**src/hdl/sld_pkg.sv**
```systemverilog
// ----------------------------------------------------------------------------
// sld_pkg
// Shared types and constants for the sync/length/XOR frame receiver.
// ----------------------------------------------------------------------------
`default_nettype none

package sld_pkg;

  localparam logic [31:0] SYNC_WORD_RESET = 32'h53594E43;

  localparam int unsigned CFG_ADDR_W = 3;
  localparam logic [0:0]  REG_SYNC_WORD = 1'b0;

  typedef struct packed {
    logic [7:0] data_byte;
    logic       is_end;
    logic       frame_ok;
    logic [7:0] frame_length;
  } res_t;

  typedef struct packed {
    logic valid;
    res_t word;
  } head_t;

endpackage

`default_nettype wire

```
**src/hdl/sld_if.sv**
```systemverilog
// ----------------------------------------------------------------------------
// sld_in_if / sld_out_if
// Valid/ready channels for received bytes and for result words.
// ----------------------------------------------------------------------------
`default_nettype none

interface sld_in_if;
  logic       valid;
  logic       ready;
  logic [7:0] rx_byte;

  modport source (output valid, output rx_byte, input ready);
  modport sink (input valid, input rx_byte, output ready);
endinterface

interface sld_out_if;
  logic       valid;
  logic       ready;
  logic [7:0] data_byte;
  logic       is_end;
  logic       frame_ok;
  logic [7:0] frame_length;

  modport source (output valid, output data_byte, output is_end, output frame_ok,
                  output frame_length, input ready);
  modport sink (input valid, input data_byte, input is_end, input frame_ok,
                input frame_length, output ready);
endinterface

`default_nettype wire

```
**src/hdl/sync_length_xor_deframer.sv**
```systemverilog
// ----------------------------------------------------------------------------
// sync_length_xor_deframer
// Sync-word hunt, length-prefixed frame receiver with XOR checksum check.
//
//   channel   dir  handshake              payload
//   in_chan   in   valid/ready            rx_byte
//   out_chan  out  valid/ready            data_byte, is_end, frame_ok,
//                                         frame_length
//   cfg_*     in   APB write/read         sync_word at byte address 0
//
// One byte per cycle is taken while the result queue has room; the phase state
// machine in the classifier handles each byte in the cycle it is accepted.
// Each result word passes through the result queue and the output register.
// The result queue absorbs output stalls; in_chan.ready drops only when
// the queue is full.
// rst_n is synchronous; sync_word returns to "SYNC" and the hunt restarts.
// ----------------------------------------------------------------------------
`default_nettype none

module sync_length_xor_deframer #(
  parameter int unsigned QUEUE_DEPTH = 2
) (
  input  wire logic                               clk,
  input  wire logic                               rst_n,
  sld_in_if.sink                                  in_chan,
  sld_out_if.source                               out_chan,
  input  wire logic                               cfg_psel,
  input  wire logic                               cfg_penable,
  input  wire logic                               cfg_pwrite,
  input  wire logic [sld_pkg::CFG_ADDR_W-1:0]     cfg_paddr,
  input  wire logic [31:0]                        cfg_pwdata,
  output logic [31:0]                             cfg_prdata,
  output logic                                    cfg_pready
);

  logic [31:0]     sync_word_r;
  logic            q_ready;
  logic            push;
  logic            pop;
  logic            in_ready;
  sld_pkg::res_t   push_word;
  sld_pkg::res_t   out_word;
  sld_pkg::head_t  head;
  logic            sel_sync;

  assign sel_sync   = (cfg_paddr[sld_pkg::CFG_ADDR_W-1] == sld_pkg::REG_SYNC_WORD);
  assign cfg_pready = 1'b1;
  assign cfg_prdata = sel_sync ? sync_word_r : 32'd0;

  always_ff @(posedge clk) begin
    if (!rst_n) begin
      sync_word_r <= sld_pkg::SYNC_WORD_RESET;
    end else if (cfg_psel && cfg_penable && cfg_pwrite && sel_sync) begin
      sync_word_r <= cfg_pwdata;
    end
  end

  sld_front u_front (
    .clk       (clk),
    .rst_n     (rst_n),
    .sync_word (sync_word_r),
    .in_valid  (in_chan.valid),
    .in_byte   (in_chan.rx_byte),
    .q_ready   (q_ready),
    .in_ready  (in_ready),
    .push      (push),
    .push_word (push_word)
  );

  assign in_chan.ready = in_ready;

  sld_queue #(
    .DEPTH (QUEUE_DEPTH)
  ) u_queue (
    .clk       (clk),
    .rst_n     (rst_n),
    .push      (push),
    .push_word (push_word),
    .q_ready   (q_ready),
    .pop       (pop),
    .head      (head)
  );

  sld_back u_back (
    .clk       (clk),
    .rst_n     (rst_n),
    .head      (head),
    .pop       (pop),
    .out_valid (out_chan.valid),
    .out_ready (out_chan.ready),
    .out_word  (out_word)
  );

  assign out_chan.data_byte    = out_word.data_byte;
  assign out_chan.is_end       = out_word.is_end;
  assign out_chan.frame_ok     = out_word.frame_ok;
  assign out_chan.frame_length = out_word.frame_length;

endmodule

`default_nettype wire

```
**src/hdl/sld_front.sv**
```systemverilog
// ----------------------------------------------------------------------------
// sld_front
// Byte classifier: sync hunt, length, payload and checksum phases.
// Emits one result word per payload byte and one per checksum byte.
// ----------------------------------------------------------------------------
`default_nettype none

module sld_front (
  input  wire logic             clk,
  input  wire logic             rst_n,
  input  wire logic [31:0]      sync_word,
  input  wire logic             in_valid,
  input  wire logic [7:0]       in_byte,
  input  wire logic             q_ready,
  output logic                  in_ready,
  output logic                  push,
  output sld_pkg::res_t         push_word
);

  localparam logic [1:0] PH_HUNT = 2'd0;
  localparam logic [1:0] PH_LEN  = 2'd1;
  localparam logic [1:0] PH_DATA = 2'd2;
  localparam logic [1:0] PH_SUM  = 2'd3;

  logic [1:0] phase_r, phase_nxt;
  logic [1:0] matched_r, matched_nxt;
  logic [7:0] left_r, left_nxt;
  logic [7:0] xor_r, xor_nxt;
  logic [7:0] len_r, len_nxt;
  logic [7:0] expect_byte;
  logic       accept;

  assign in_ready = q_ready;
  assign accept   = in_valid && q_ready;

  always_comb begin
    unique case (matched_r)
      2'd0:    expect_byte = sync_word[31:24];
      2'd1:    expect_byte = sync_word[23:16];
      2'd2:    expect_byte = sync_word[15:8];
      default: expect_byte = sync_word[7:0];
    endcase
  end

  always_comb begin
    phase_nxt   = phase_r;
    matched_nxt = matched_r;
    left_nxt    = left_r;
    xor_nxt     = xor_r;
    len_nxt     = len_r;
    push        = 1'b0;
    push_word   = '0;
    if (accept) begin
      unique case (phase_r)
        PH_HUNT: begin
          if (in_byte == expect_byte) begin
            if (matched_r == 2'd3) begin
              matched_nxt = 2'd0;
              phase_nxt   = PH_LEN;
            end else begin
              matched_nxt = matched_r + 2'd1;
            end
          end else begin
            matched_nxt = (in_byte == sync_word[31:24]) ? 2'd1 : 2'd0;
          end
        end
        PH_LEN: begin
          len_nxt   = in_byte;
          left_nxt  = in_byte;
          xor_nxt   = 8'd0;
          phase_nxt = (in_byte == 8'd0) ? PH_SUM : PH_DATA;
        end
        PH_DATA: begin
          xor_nxt   = xor_r ^ in_byte;
          left_nxt  = left_r - 8'd1;
          if (left_r == 8'd1) begin
            phase_nxt = PH_SUM;
          end
          push                = 1'b1;
          push_word.data_byte = in_byte;
        end
        default: begin
          push                   = 1'b1;
          push_word.is_end       = 1'b1;
          push_word.frame_ok     = (xor_r == in_byte);
          push_word.frame_length = len_r;
          phase_nxt              = PH_HUNT;
          matched_nxt            = 2'd0;
          left_nxt               = 8'd0;
        end
      endcase
    end
  end

  always_ff @(posedge clk) begin
    if (!rst_n) begin
      phase_r   <= PH_HUNT;
      matched_r <= 2'd0;
      left_r    <= 8'd0;
      xor_r     <= 8'd0;
      len_r     <= 8'd0;
    end else begin
      phase_r   <= phase_nxt;
      matched_r <= matched_nxt;
      left_r    <= left_nxt;
      xor_r     <= xor_nxt;
      len_r     <= len_nxt;
    end
  end

endmodule

`default_nettype wire

```
**src/hdl/sld_queue.sv**
```systemverilog
// ----------------------------------------------------------------------------
// sld_queue
// Short FIFO of result words between the classifier and the output stage.
// ----------------------------------------------------------------------------
`default_nettype none

module sld_queue #(
  parameter int unsigned DEPTH = 2
) (
  input  wire logic          clk,
  input  wire logic          rst_n,
  input  wire logic          push,
  input  wire sld_pkg::res_t push_word,
  output logic               q_ready,
  input  wire logic          pop,
  output sld_pkg::head_t     head
);

  localparam int unsigned PTR_W = (DEPTH > 1) ? $clog2(DEPTH) : 1;
  localparam int unsigned CNT_W = $clog2(DEPTH + 1);
  localparam logic [PTR_W-1:0] LAST = PTR_W'(DEPTH - 1);
  localparam logic [CNT_W-1:0] FULL = CNT_W'(DEPTH);

  sld_pkg::res_t    mem_r [DEPTH];
  logic [PTR_W-1:0] wr_r, rd_r;
  logic [CNT_W-1:0] cnt_r;
  logic             do_push, do_pop;

  assign q_ready    = (cnt_r != FULL);
  assign do_push    = push && q_ready;
  assign do_pop     = pop && (cnt_r != '0);
  assign head.valid = (cnt_r != '0);
  assign head.word  = mem_r[rd_r];

  always_ff @(posedge clk) begin
    if (do_push) begin
      mem_r[wr_r] <= push_word;
    end
  end

  always_ff @(posedge clk) begin
    if (!rst_n) begin
      wr_r  <= '0;
      rd_r  <= '0;
      cnt_r <= '0;
    end else begin
      if (do_push) begin
        wr_r <= (wr_r == LAST) ? '0 : wr_r + PTR_W'(1);
      end
      if (do_pop) begin
        rd_r <= (rd_r == LAST) ? '0 : rd_r + PTR_W'(1);
      end
      if (do_push && !do_pop) begin
        cnt_r <= cnt_r + CNT_W'(1);
      end else if (do_pop && !do_push) begin
        cnt_r <= cnt_r - CNT_W'(1);
      end
    end
  end

endmodule

`default_nettype wire

```
**src/hdl/sld_back.sv**
```systemverilog
// ----------------------------------------------------------------------------
// sld_back
// Output stage: takes words from the queue into the output register.
// ----------------------------------------------------------------------------
`default_nettype none

module sld_back (
  input  wire logic           clk,
  input  wire logic           rst_n,
  input  wire sld_pkg::head_t head,
  output logic                pop,
  output logic                out_valid,
  input  wire logic           out_ready,
  output sld_pkg::res_t       out_word
);

  logic          valid_r;
  sld_pkg::res_t word_r;

  assign pop       = head.valid && (!valid_r || out_ready);
  assign out_valid = valid_r;
  assign out_word  = word_r;

  always_ff @(posedge clk) begin
    if (!rst_n) begin
      valid_r <= 1'b0;
    end else if (pop) begin
      valid_r <= 1'b1;
    end else if (out_ready) begin
      valid_r <= 1'b0;
    end
  end

  always_ff @(posedge clk) begin
    if (pop) begin
      word_r <= head.word;
    end
  end

endmodule

`default_nettype wire

```
**src/flat_wrapper.sv**
```systemverilog
// flat-port wrapper written by rule: the top's interface ports become plain ports
module sync_length_xor_deframer_flat 
#(
  parameter int unsigned QUEUE_DEPTH = 2
)
  (clk, rst_n, cfg_psel, cfg_penable, cfg_pwrite, cfg_paddr, cfg_pwdata, cfg_prdata, cfg_pready, in_chan_valid, in_chan_rx_byte, in_chan_ready, out_chan_valid, out_chan_data_byte, out_chan_is_end, out_chan_frame_ok, out_chan_frame_length, out_chan_ready);
  sld_in_if in_chan_i ();
  sld_out_if out_chan_i ();
  input  wire logic clk;
  input  wire logic rst_n;
  input  wire logic cfg_psel;
  input  wire logic cfg_penable;
  input  wire logic cfg_pwrite;
  input  wire logic [sld_pkg::CFG_ADDR_W-1:0] cfg_paddr;
  input  wire logic [31:0] cfg_pwdata;
  output logic [31:0] cfg_prdata;
  output logic cfg_pready;
  input wire logic [$bits(in_chan_i.valid)-1:0] in_chan_valid;
  input wire logic [$bits(in_chan_i.rx_byte)-1:0] in_chan_rx_byte;
  output wire logic [$bits(in_chan_i.ready)-1:0] in_chan_ready;
  output wire logic [$bits(out_chan_i.valid)-1:0] out_chan_valid;
  output wire logic [$bits(out_chan_i.data_byte)-1:0] out_chan_data_byte;
  output wire logic [$bits(out_chan_i.is_end)-1:0] out_chan_is_end;
  output wire logic [$bits(out_chan_i.frame_ok)-1:0] out_chan_frame_ok;
  output wire logic [$bits(out_chan_i.frame_length)-1:0] out_chan_frame_length;
  input wire logic [$bits(out_chan_i.ready)-1:0] out_chan_ready;
  assign in_chan_i.valid = in_chan_valid;
  assign in_chan_i.rx_byte = in_chan_rx_byte;
  assign in_chan_ready = in_chan_i.ready;
  assign out_chan_valid = out_chan_i.valid;
  assign out_chan_data_byte = out_chan_i.data_byte;
  assign out_chan_is_end = out_chan_i.is_end;
  assign out_chan_frame_ok = out_chan_i.frame_ok;
  assign out_chan_frame_length = out_chan_i.frame_length;
  assign out_chan_i.ready = out_chan_ready;
  sync_length_xor_deframer #(.QUEUE_DEPTH(QUEUE_DEPTH)) u_core (.clk(clk), .rst_n(rst_n), .in_chan(in_chan_i), .out_chan(out_chan_i), .cfg_psel(cfg_psel), .cfg_penable(cfg_penable), .cfg_pwrite(cfg_pwrite), .cfg_paddr(cfg_paddr), .cfg_pwdata(cfg_pwdata), .cfg_prdata(cfg_prdata), .cfg_pready(cfg_pready));
endmodule
```
**config.mk**
```make
export PLATFORM = sky130hd
export DESIGN_NAME = sync_length_xor_deframer_flat
export DESIGN_NICKNAME = d
export VERILOG_FILES = /design/src/hdl/sld_pkg.sv /design/src/hdl/sld_if.sv /design/src/hdl/sync_length_xor_deframer.sv /design/src/hdl/sld_front.sv /design/src/hdl/sld_queue.sv /design/src/hdl/sld_back.sv /design/src/flat_wrapper.sv
export SDC_FILE = /design/constraint.sdc
export NUM_CORES = 1
export LEC_CHECK = 0
export BUFFER_PORTS_ARGS = -buffer_cell sky130_fd_sc_hd__buf_4
export CAP_MARGIN = 0
export CORE_MARGIN = 5
export CORE_UTILIZATION = 35
export DETAILED_ROUTE_END_ITERATION = 10
export GPL_TIMING_DRIVEN = 0
export PLACE_DENSITY = 0.67
export SLEW_MARGIN = 20
export SYNTH_ARGS = -nofsm -noshare
export SYNTH_HDL_FRONTEND = slang
export SYNTH_SLANG_ARGS = --single-unit
```
**constraint.sdc**
```tcl
create_clock -name clk -period 3.2 [get_ports clk]
set_clock_uncertainty 0.1 [all_clocks]
set_input_delay 0.64 -clock clk [delete_from_list [all_inputs] [get_ports clk]]
set_output_delay 0.64 -clock clk [all_outputs]
set_load 0.02 [all_outputs]
```
==> metrics.md <==
| Metric | Value |
|---|---|
| Max Freq | `0.347 GHz` |
| CORE AREA | `15800 sq um` |
| Max-Cap Viols | `0` |
| 1st-iter DRT viols | `between 200 and 300` |
| Fin. Hold Viols | `0` |
| Rows | `46` |
| Setup crit end kind | `register` |
| Tmin final | `2880 ps` |
| Fin crit share | `0.900` |
| Port buffer count | `91` |
| Die Height | `137 um` |
| Crit path from | `u_core.u_front.phase_r[0]` |
| Clk sink count | `119` |
| Flop2flop setup slack | `320 ps` |
| CTS-repair resized insts | `0` |
| Remaining Overflow, GRT | `0` |
| Area growth, synth to finish | `28.3%` |
| Synth async-reset ratio | `0` |
| Hpwl dp | `between 10000 and 15000 um` |
| Critical R2R Launch | `u_core.u_front.phase_r[0]` |
| Largest net degree at the start of global routing | `19` |
| Critical Path Source Type | `register` |
| Worst endpoint data arrival time | `2830 ps` |
| Crit Reg-Reg Endpoint | `u_core.u_queue.mem_r[1][10]` |
| Post-CTS Setup Inserts | `0` |
| Detailed Route WL | `14100 um` |
| Post-Place Cell Area | `6620 sq um` |
| Ant diodes | `0` |
| Syn_area_per_cell | `about 10 sq um` |
| CTS max path bufs | `2` |
| Outcome | `finished, final reports clean` |
| Setup TNS | `0 ps` |
| Hold Buf Count CTS | `0` |
| Initial Util | `0.356` |
| Distinct cells, synth | `46` |
| Vias | `4418` |
| TritonCTS Buffers | `17` |
| Avg WL per Cell | `roughly 16 um` |
| Clk pin slew, worst setup/hold paths | `50 ps` |
| Die area | `18700 sq um` |
| LEAKAGE | `2.79 nW` |
| Hold Path Class | `primary input to register` |
| Worst-Margin Slew | `816 ps` |
| Syn Std Cell Area | `5630 sq um` |
| Pre-CTS WS | `306 ps` |
| Worst setup margin | `between 300 and 400 ps` |
| Worst EP required | `3150 ps` |
| First-pass GRT wire length | `~23000 um` |
| H-Tree Depth | `4` |
| Main flop type after synthesis | `dfxtp_1` |
| Synth warnings | `0` |
| Final setup violation count | `0` |
| WS Path Type | `register to register` |
| Critical Path Sink | `u_core.u_queue.mem_r[1][10]` |
| GP Congestion | `0.860` |
| Largest fanout on the critical path | `18` |
| PD cells | `679 nW/um^2` |
| Cells after synthesis | `561` |
| Die W | `~140 um` |
| I/O Pins | `103` |
| Max Slew Vio Count | `0` |
| NumNets Final | `735` |
| CTS root buffer | `clkbuf_16` |
| Total power | `0.00490 W` |
| DRC | `0` |
| Relative slew slack | `0.456` |
| Worst-Skew Late Latency | `420 ps` |
| RSZ-0062 raised after global routing | `false` |
| Share of cells above drive strength 1 | `0.223` |
| CTS tree | `built` |
| Post-synthesis net count | `622` |
| Post-layout instance area | `7220 sq um` |
| Worst vdd ir | `414 uV` |
| Initial antenna violation count | `0` |
| Final antenna-violating net count | `0` |
| Initial DRT Pass Iterations | `5` |
| Register area share after synthesis | `0.519` |
| Synth Register Bits | `119` |
| Vias in the first global route | `4493` |
| Total GRT Usage | `0.157` |
| Reg2Reg Depth | `7` |
| Post-synth EDFFs | `54` |
| Vias per inst | `4.89` |
worst min path at each step:
stage / slack [ps] / to / depth (start not counted) / from
3_5_place_dp: 360 / u_core.sync_word_r[7] / 2 / u_core.sync_word_r[7]
5_1_grt: 320 / u_core.sync_word_r[28] / 3 / cfg_pwdata[28]
3_3_place_gp: 360 / u_core.sync_word_r[2] / 2 / u_core.sync_word_r[2]
2_1_floorplan: 340 / u_core.sync_word_r[3] / 2 / u_core.sync_word_r[3]
4_1_cts: 310 / u_core.sync_word_r[9] / 3 / cfg_pwdata[9]
6_report: 330 / u_core.sync_word_r[25] / 3 / cfg_pwdata[25]
worst max-delay path: stages, from the launching register on:
cell and delay (ps):
dfxtp_1 420, inv_1 90, ha_1 220, clkbuf_1 220
nand2b_1 200, clkbuf_1 250, nor2_1 290, and2_1 710
area by class of cell:
cell class,count,area [sq um]
buffer,41,161
clock buffer,17,425
clock inverter,15,179
fill,1492,8600
inverter,19,71.3
multi-input combinational,382,2480
sequential,119,2920
tap,216,270
timing repair buffer,94,709
power by group:
| part | internal, W | total [W] | switching, W |
|---|---|---|---|
| Sequential | 0.00181 | 0.00188 | 0.0000677 |
| Clock | 0.00122 | 0.00194 | 0.000713 |
| Combinational | 0.000443 | 0.00109 | 0.000644 |
metrics by stage:
stage,hold WS [ps],cells,utilization
final,330,903,0.456
after global routing,325,903,0.456
after CTS,314,903,0.456
after detailed placement,357,871,0.418
after global placement,356,868,0.416
after floorplan,343,561,-
cell usage in the layout, fill, tap and decap left out, drive strengths merged, types with 3 or more instances in the layout:
| cell | n |
|---|---|
| buf | 98 |
| nand2 | 86 |
| dfxtp | 65 |
| edfxtp | 54 |
| clkbuf | 54 |
| nor2b | 39 |
| xnor2 | 30 |
| o21ai | 27 |
| nor2 | 27 |
| a21boi | 21 |
| inv | 21 |
| and3 | 18 |
| mux2 | 18 |
| nand3 | 18 |
| mux2i | 16 |
| and2 | 13 |
| ha | 11 |
| a222oi | 8 |
| clkinv | 7 |
| nand4 | 6 |
| o211ai | 6 |
| a22oi | 5 |
| nor3 | 4 |
| nand2b | 3 |
| nor4 | 3 |
| xor2 | 3 |
| bufinv | 3 |
| clkinvlp | 3 |
registers in the layout, summed over array words and instances (netlist names):
name / flops
u_core.u_queue.wr_r: 1
u_core.u_front.matched_r: 2
u_core.u_back.out_word: 18
u_core.u_front.phase_r: 2
u_core.u_queue.rd_r: 1
u_core.u_queue.cnt_r: 2
u_core.sync_word_r: 32
u_core.u_back.out_valid: 1
u_core.u_front.len_r: 8
u_core.u_queue.mem_r: 36
u_core.u_front.xor_r: 8
u_core.u_front.left_r: 8
synthesized netlist by cell type (all sizes together), types with 2 or more instances:
| library cell | instances | area [sq um] |
|---|---|---|
| or4 | 2 | 18.8 |
| nand2 | 86 | 323 |
| o21ai | 27 | 135 |
| a21boi | 21 | 158 |
| a31oi | 2 | 12.5 |
| nor2b | 39 | 244 |
| nand4 | 6 | 37.5 |
| o211ai | 6 | 45.0 |
| nand2b | 3 | 18.8 |
| a22oi | 5 | 37.5 |
| nor4 | 3 | 18.8 |
| nor3 | 4 | 20.0 |
| mux2 | 18 | 203 |
| dfxtp | 65 | 1300 |
| and2 | 13 | 81.3 |
| ha | 11 | 138 |
| and4b | 2 | 20.0 |
| o2111ai | 2 | 17.5 |
| a222oi | 8 | 80.1 |
| edfxtp | 54 | 1620 |
| clkbuf | 37 | 140 |
| o311ai | 2 | 17.5 |
| xor2 | 3 | 26.3 |
| xnor2 | 30 | 263 |
| inv | 19 | 71.3 |
| nor2 | 27 | 101 |
| mux2i | 16 | 160 |
| buf | 4 | 21.3 |
| nand3 | 18 | 95.1 |
| and3 | 18 | 113 |
cells by family after synthesis:
group	Yosys count	share of synthesized area
adders and majority gates	11	0.0244
buffers and inverters	60	0.0413
DFF	119	0.519
and+or+nand+nor	226	0.200
xor gates and xnor gates	33	0.0513
other	1	0.000666
muxes	34	0.0644
AOI/OAI and AO/OA	77	0.0984
per-layer routing:
| layer | vias up | routed length, um | share of wire | track usage |
|---|---|---|---|---|
| met3 | 32 | 950 | 0.067 | 0.0412 |
| met2 | 159 | 6610 | 0.47 | 0.253 |
| met1 | 2063 | 6180 | 0.44 | 0.196 |
| met4 | 0 | 339 | 0.024 | 0.0754 |
| met5 | - | 0 | 0 | 0 |
| li1 | 2164 | - | - | - |
No activity file was read; power rests on OpenSTA's default activity.
